## config.mk

```make
export PLATFORM = sky130hd
export DESIGN_NAME = cwmb_ctrl
export DESIGN_NICKNAME = d
export VERILOG_FILES = /design/src/rtl/cwmb_pkg.sv /design/src/rtl/cwmb_ctrl.sv
export SDC_FILE = /design/constraint.sdc
export NUM_CORES = 1
export LEC_CHECK = 0
export BUFFER_PORTS_ARGS = -buffer_cell sky130_fd_sc_hd__clkbuf_2
export CAP_MARGIN = 30
export CORE_MARGIN = 10
export CORE_UTILIZATION = 25
export CTS_CLUSTER_DIAMETER = 120
export CTS_CLUSTER_SIZE = 14
export DETAILED_ROUTE_END_ITERATION = 7
export GPL_ROUTABILITY_DRIVEN = 0
export SLEW_MARGIN = 20
export SYNTH_ARGS = -nofsm -noshare
export SYNTH_HDL_FRONTEND = slang
export SYNTH_SLANG_ARGS = --single-unit
```

## constraint.sdc

```tcl
create_clock -name aclk -period 5.7 [get_ports aclk]
set_clock_uncertainty 0.1 [all_clocks]
set_input_delay 0.855 -clock aclk [delete_from_list [all_inputs] [get_ports aclk]]
set_output_delay 0.855 -clock aclk [all_outputs]
set_load 0.01 [all_outputs]
```

## src/rtl/cwmb_pkg.sv

```systemverilog
// Shared constants, codes and interface types of the cross window mean blur.
`timescale 1ns / 1ps

package cwmb_pkg;

    localparam int MAX_RADIUS = 8;
    localparam int MAX_WIDTH  = 1024;
    localparam int MAX_HEIGHT = 4096;

    localparam int RING_ROWS = 2 * MAX_RADIUS + 1;
    localparam int RING_W    = $clog2(RING_ROWS);
    localparam int COL_W     = $clog2(MAX_WIDTH);
    localparam int WID_W     = $clog2(MAX_WIDTH + 1);
    localparam int ROW_W     = $clog2(MAX_HEIGHT + 1);
    localparam int RAD_W     = $clog2(MAX_RADIUS + 1);
    localparam int ADDR_W    = RING_W + COL_W;
    localparam int MEM_DEPTH = RING_ROWS * MAX_WIDTH;
    localparam int MAX_TAPS  = 4 * MAX_RADIUS + 1;
    localparam int CNT_W     = $clog2(MAX_TAPS + 1);
    localparam int SUM_W     = $clog2(255 * MAX_TAPS + 1);
    localparam int DIVC_W    = $clog2(SUM_W);
    localparam int PIX_W     = 24;

    localparam int CFG_RADIUS_W = 4;
    localparam int CFG_WIDTH_W  = 11;
    localparam int CFG_HEIGHT_W = 13;
    localparam int CFG_DATA_W   = 13;
    localparam int CFG_IDX_W    = 2;

    localparam logic [CFG_IDX_W-1:0] REG_RADIUS = 2'd0;
    localparam logic [CFG_IDX_W-1:0] REG_WIDTH  = 2'd1;
    localparam logic [CFG_IDX_W-1:0] REG_HEIGHT = 2'd2;

    localparam logic OP_PIXEL = 1'b0;
    localparam logic OP_DRAIN = 1'b1;

    typedef enum logic [1:0] {
        DIR_UP, DIR_DOWN, DIR_LEFT, DIR_RIGHT
    } dir_t;

    typedef enum logic [2:0] {
        ST_IDLE, ST_CHECK, ST_TAP, ST_FLUSH, ST_DIV, ST_OUT
    } state_t;

    typedef struct packed {
        logic             accept;
        logic             acc_clear;
        logic             tap_issue;
        logic             tap_center;
        logic [RAD_W-1:0] tap_a;
        dir_t             tap_dir;
        logic             div_step;
        logic             out_load;
    } cwmb_cmd_t;

    typedef struct packed {
        logic             result_ready;
        logic             out_free;
        logic [RAD_W-1:0] r_eff;
    } cwmb_status_t;

endpackage

```

## src/rtl/cwmb_ctrl.sv

```systemverilog
// Controller state machine: sequences the pixel write, window taps and division.
`timescale 1ns / 1ps

module cwmb_ctrl
    import cwmb_pkg::*;
(
    input  logic         aclk,
    input  logic         aresetn,
    input  logic         s_axis_tvalid,
    output logic         s_axis_tready,
    input  cwmb_status_t status,
    output cwmb_cmd_t    cmd
);

    state_t            state_reg, state_next;
    logic [RAD_W-1:0]  a_reg, a_next;
    dir_t              dir_reg, dir_next;
    logic [DIVC_W-1:0] divc_reg, divc_next;

    always_ff @(posedge aclk) begin
        if (!aresetn) begin
            state_reg <= ST_IDLE;
            a_reg     <= '0;
            dir_reg   <= DIR_UP;
            divc_reg  <= '0;
        end else begin
            state_reg <= state_next;
            a_reg     <= a_next;
            dir_reg   <= dir_next;
            divc_reg  <= divc_next;
        end
    end

    always_comb begin
        state_next     = state_reg;
        a_next         = a_reg;
        dir_next       = dir_reg;
        divc_next      = divc_reg;
        cmd            = '0;
        cmd.tap_a      = a_reg;
        cmd.tap_dir    = dir_reg;
        cmd.tap_center = (a_reg == '0);
        s_axis_tready  = 1'b0;
        case (state_reg)
            ST_IDLE: begin
                s_axis_tready = 1'b1;
                if (s_axis_tvalid) begin
                    cmd.accept = 1'b1;
                    state_next = ST_CHECK;
                end
            end
            ST_CHECK: begin
                if (status.result_ready) begin
                    cmd.acc_clear = 1'b1;
                    a_next        = '0;
                    dir_next      = DIR_UP;
                    state_next    = ST_TAP;
                end else begin
                    state_next = ST_IDLE;
                end
            end
            ST_TAP: begin
                cmd.tap_issue = 1'b1;
                if (a_reg == '0) begin
                    if (status.r_eff == '0) begin
                        state_next = ST_FLUSH;
                    end else begin
                        a_next   = RAD_W'(1);
                        dir_next = DIR_UP;
                    end
                end else if (dir_reg == DIR_RIGHT) begin
                    dir_next = DIR_UP;
                    if (a_reg == status.r_eff) begin
                        state_next = ST_FLUSH;
                    end else begin
                        a_next = a_reg + RAD_W'(1);
                    end
                end else begin
                    dir_next = dir_t'(dir_reg + 2'd1);
                end
            end
            ST_FLUSH: begin
                divc_next  = '0;
                state_next = ST_DIV;
            end
            ST_DIV: begin
                cmd.div_step = 1'b1;
                divc_next    = divc_reg + DIVC_W'(1);
                if (divc_reg == DIVC_W'(SUM_W - 1)) begin
                    state_next = ST_OUT;
                end
            end
            ST_OUT: begin
                if (status.out_free) begin
                    cmd.out_load = 1'b1;
                    state_next   = ST_IDLE;
                end
            end
            default: begin
                state_next = ST_IDLE;
            end
        endcase
    end

endmodule

```

Yosys cells after proc, flatten, opt, wreduce, memory -nomap -nowiden
Cells that the tools add are included.
Word-level totals
  output and inout port bits: 13
  input port bits: 9
  register bits: 13
Cells by class
  reductions and logical operators: 8
  muxes and demuxes: 30
  $add $sub $neg: 3
  equality and inequality tests: 17
Operators by type and width (number)
  3-bit 2-to-1 mux: 7
  4-bit 2-to-1 mux: 5
  3-bit case mux with 6 select lines: 1
  4-bit case mux with 2 select lines: 2
  3-bit != test, second input constant: 5
  2-bit 2-to-1 mux: 5
  1-bit 2-to-1 mux: 9
  4-bit by 1-bit adder with 4-bit output, second input constant: 2
  4-bit logical NOT: 2
  2-bit != test, second input constant: 4
  3-bit by 2-bit == test with 1-bit output, second input constant: 2
  3-bit == test, second input constant: 2
  6-bit AND reduction: 1
  5-bit AND reduction: 1
  4-bit == test: 1
  4-bit == test, second input constant: 1
  2-bit case mux with 2 select lines: 1
  2-bit nonzero test: 2
  3-bit by 1-bit == test with 1-bit output, second input constant: 1
  3-bit logical NOT: 1
  3-bit AND reduction: 1
  2-bit by 1-bit adder with 2-bit output, second input constant: 1
  2-bit == test, second input constant: 1

Logic depth before layout (Yosys ltp)
  depth after elaboration: 5
  gate-level depth with buffers: 7

Worst setup path after synthesis
No wires, ideal clock.
  path type: in2reg
  start point: in status[0] (netlist name)
  end point: reg a_reg[0]
  buffers on the path: 0
  data arrival time: 1878 ps
  data required time: 5481 ps
  path slack: 3604 ps
  cell stages on the path: 5
  cell sequence: nor4_1 -> a21oi_4 -> nor2_2 -> nor3_1 -> o221a_1
Between the ends
  word-level cells in the longest chain between the ends: 3
  elaborated cells on any way between the ends: 5
RTL lines
  start, declared: line cwmb_ctrl.sv:11  | input cwmb_status_t status,
  4-bit == test or 4-bit logical NOT (tied branches): line cwmb_ctrl.sv:73, cwmb_ctrl.sv:65
  3-bit != test (no source line)
  5-bit AND reduction (no source line) *
  end signal, assigned: line cwmb_ctrl.sv:28  | a_reg <= a_next;
  end, declared: line cwmb_ctrl.sv:16  | logic [RAD_W-1:0] a_reg, a_next;
Mark *: on every way between the ends. The rest lies on a longest branch, timed or not.
A chain may end at the register's enable or synchronous reset.

==> run_results.csv <==
group,metric,value,unit
outcome,outcome,"completed",
timing,rsz0062_at_grt,"false",
floorplanning,initial_core_util,0.267,
layout,drive_gt1_frac,0.276,
logic_synthesis,ys_seq_elements,13,
critical_path,critical_path.slowest_cell,"nor3b_1",
global_route,gr-usage-met3,0.0301,
route,first_iter_violations,73,
timing,setup_viol,0,
layout,fillers,374,
clock_tree,cts_tree,"built",
logic_synthesis,synth_area_leaders,"dfxtp_1 (28%), ha_1 (6.8%), nand2_1 (4.1%), xor2_1 (2.9%), buf_6 (2.5%)",
global_route,grt_use_met1,0.0792,
timing,hold_slack,0.399,ns
logic_synthesis,syn_inst,107,
clock_tree,ctsHoldBuffers,0,
timing,tns,0,ns
floorplanning,chipWidth,80.6,um
critical_path,path_max_fanout,11,
global_route,grt_pass1_vias,890,
logic_synthesis,synthAdderAreaFrac,0.0681,
logic_synthesis,synth_area_leader_cell,"dfxtp_1",
placed_design,hpwlAfterDp,1840,um
clock_tree,root_buffer,"clkbuf_8",
clock_tree,cts_buffer_depth,2,
layout,antennaDiodeCount,0,
global_route,grt-ovfl-total,0,
critical_path,path_class,"reg -> out",
clock_tree,clock_sinks,13,
global_route,grt_usage,0.0758,
layout,area_delta_synth_final,18.5,%
logic_synthesis,synth-simple-area-share,0.326,
critical_path,path_cells,"nor3b_1, clkbuf_2",
floorplanning,die_h,80.6,um
logic_synthesis,synth_top_family_by_area,"simple AND/OR/NAND/NOR gates",
layout,post-route-util,0.316,
route,avgViaCountPerCell,5.17,
logic_synthesis,synth_nets,121,
critical_path,path_buf_inv,1,
placed_design,port_buffers,21,
critical_path,slowest_delay,0.60,ns
layout,final_cells,173,
timing,finalCriticalPeriod,2.54,ns
placed_design,post-place-cells,169,
logic_synthesis,synth-async-reset-ratio,0,
power,p_per_area,310,mW/mm^2
critical_path,crit_arrival,1.59,ns
route,routed_wl,2370,um
worst_hold_path,min_path_type,"reg -> reg",
route,num_vias,894,
logic_synthesis,avgSynthCellArea,8.58,sq um
flow_run,max-cap-violations,0,
route,drc,0,
layout,nets,142,
timing,drv_slew,0,
global_route,grt_pass1_wl,3980,um
floorplanning,row_count,21,
critical_path,crit_required,4.74,ns
global_route,use_met2,0.132,
logic_synthesis,seq_area_frac_synth,0.283,
critical_path,end_kind,"output port",
logic_synthesis,synth_warnings,0,
floorplanning,io_pins,22,
route,ant_nets,0,
route,drtPass1Iterations,4,
route,wire_per_inst,13.7,um
global_route,antenna_found_initial,0,
floorplanning,fp.coreArea,0.00344,sq mm
logic_synthesis,synth_area,918,sq um
layout,final_common_cell,"clkbuf_2",
timing,relSlewSlack,0.563,
logic_synthesis,yosysTopAreaCellShare,0.283,
clock_tree,cts_resized,0,
layout,seqCellArea,260,sq um
power,p_leak,0.000442,uW
clock_tree,htree_num_levels,1,
logic_synthesis,synthXorXnorAreaFrac,0.0286,
power,irDropWorstVdd,0.000113,V
power,p_total,338,uW
layout,multi_input_area,602,sq um
clock_tree,clkLatencyLatePin,0.25,ns
timing,finalCritPeriodShare,0.446,
timing,finalHoldViolCount,0,
timing,fmax,394,MHz
logic_synthesis,synthDistinctLibCells,45,
timing,worstMarginPinSlew,0.654,ns
clock_tree,cts.clk_slew.worst_paths,0.06,ns
clock_tree,post-cts-setup-buffers,0,
global_route,grt_max_degree,18,
logic_synthesis,synth_mux_area_frac,0.0218,
critical_path,path_delay_family,"simple AND/OR/NAND/NOR gates",
logic_synthesis,synth_edf_count,0,
clock_tree,cts_made_buffers,3,
logic_synthesis,synth_compound_area_frac,0.211,
logic_synthesis,synth_ff_type,"dfxtp_1",
floorplanning,dieArea,0.00650,sq mm
layout,final_cell_mix,"clkbuf_2 (21), dfxtp_1 (13), nand2_1 (10), nor2_1 (6)",
critical_path,cp-start-kind,"flip-flop",
global_route,busiest_layer,"met2",
-- cell type report --
cell class                      instances  share of cell area
Clock buffer                            4              0.0414
Inverter                                5              0.0172
Multi-Input combinational cell         84               0.553
Sequential cell                        13               0.239
Tap cell                               46              0.0529
Timing Repair Buffer                   21              0.0966
-- cells by family after synthesis --
logic type / count (synthesis)
and+or+nand+nor: 50
AOI/OAI and AO/OA: 24
DFF: 13
buffers and inverters: 10
adders and majority gates: 5
xor gates and xnor gates: 3
muxes: 2
-- per-stage QoR --
| stage | worst slack, ns | area [sq um] |
|---|---|---|
| 2_1_floorplan | 3.60 | 918 |
| 3_3_place_gp | 3.40 | 1040 |
| 3_5_place_dp | 3.37 | 1040 |
| 4_1_cts | 3.14 | 1090 |
| 5_1_grt | 3.02 | 1090 |
| 6_report | 3.16 | 1090 |
-- power by group --
group	internal [uW]	leakage [uW]	switching (uW)
logic	58.4	0.000314	67.3
registers	101	0.000105	26.1
clock network	49.5	0.0000228	35.3
total	209	0.000442	129
-- synthesized netlist by cell type (3+ instances only) --
master   count
inv_1        5
nor2_1       6
nand2_1     10
nand3_1      3
xor2_1       3
ha_1         5
dfxtp_1     13
a21oi_1      4
o21ai_0      3
nor2b_1      3
nor3_1       4
and3_1       3
-- worst register-to-register path, delay by kind of cell, from the launching register on --
family | cells | cell delay, ns
simple gates | 3 | 0.77
compound gates | 2 | 0.51
buf+inv | 1 | 0.09
fa+ha+maj | 1 | 0.15
flops | 1 | 0.39
-- path summary, 6_finish.rpt --
path,start,cells after the start,end,slack [ns]
setup reg to reg,a_reg[0],7,a_reg[1],3.56
hold / removal,divc_reg[3],2,divc_reg[3],0.40
setup / recovery,state_reg[2],2,cmd[1],3.16
hold reg to reg,divc_reg[3],2,divc_reg[3],0.40
-- routing by layer --
| metal | part of all wire | vias to the layer above |
|---|---|---|
| met5 | 0 | - |
| met4 | 0.016 | 0 |
| met3 | 0.068 | 7 |
| met2 | 0.48 | 26 |
| met1 | 0.44 | 431 |
| li1 | - | 430 |
No activity file was read; power rests on OpenSTA's default activity.
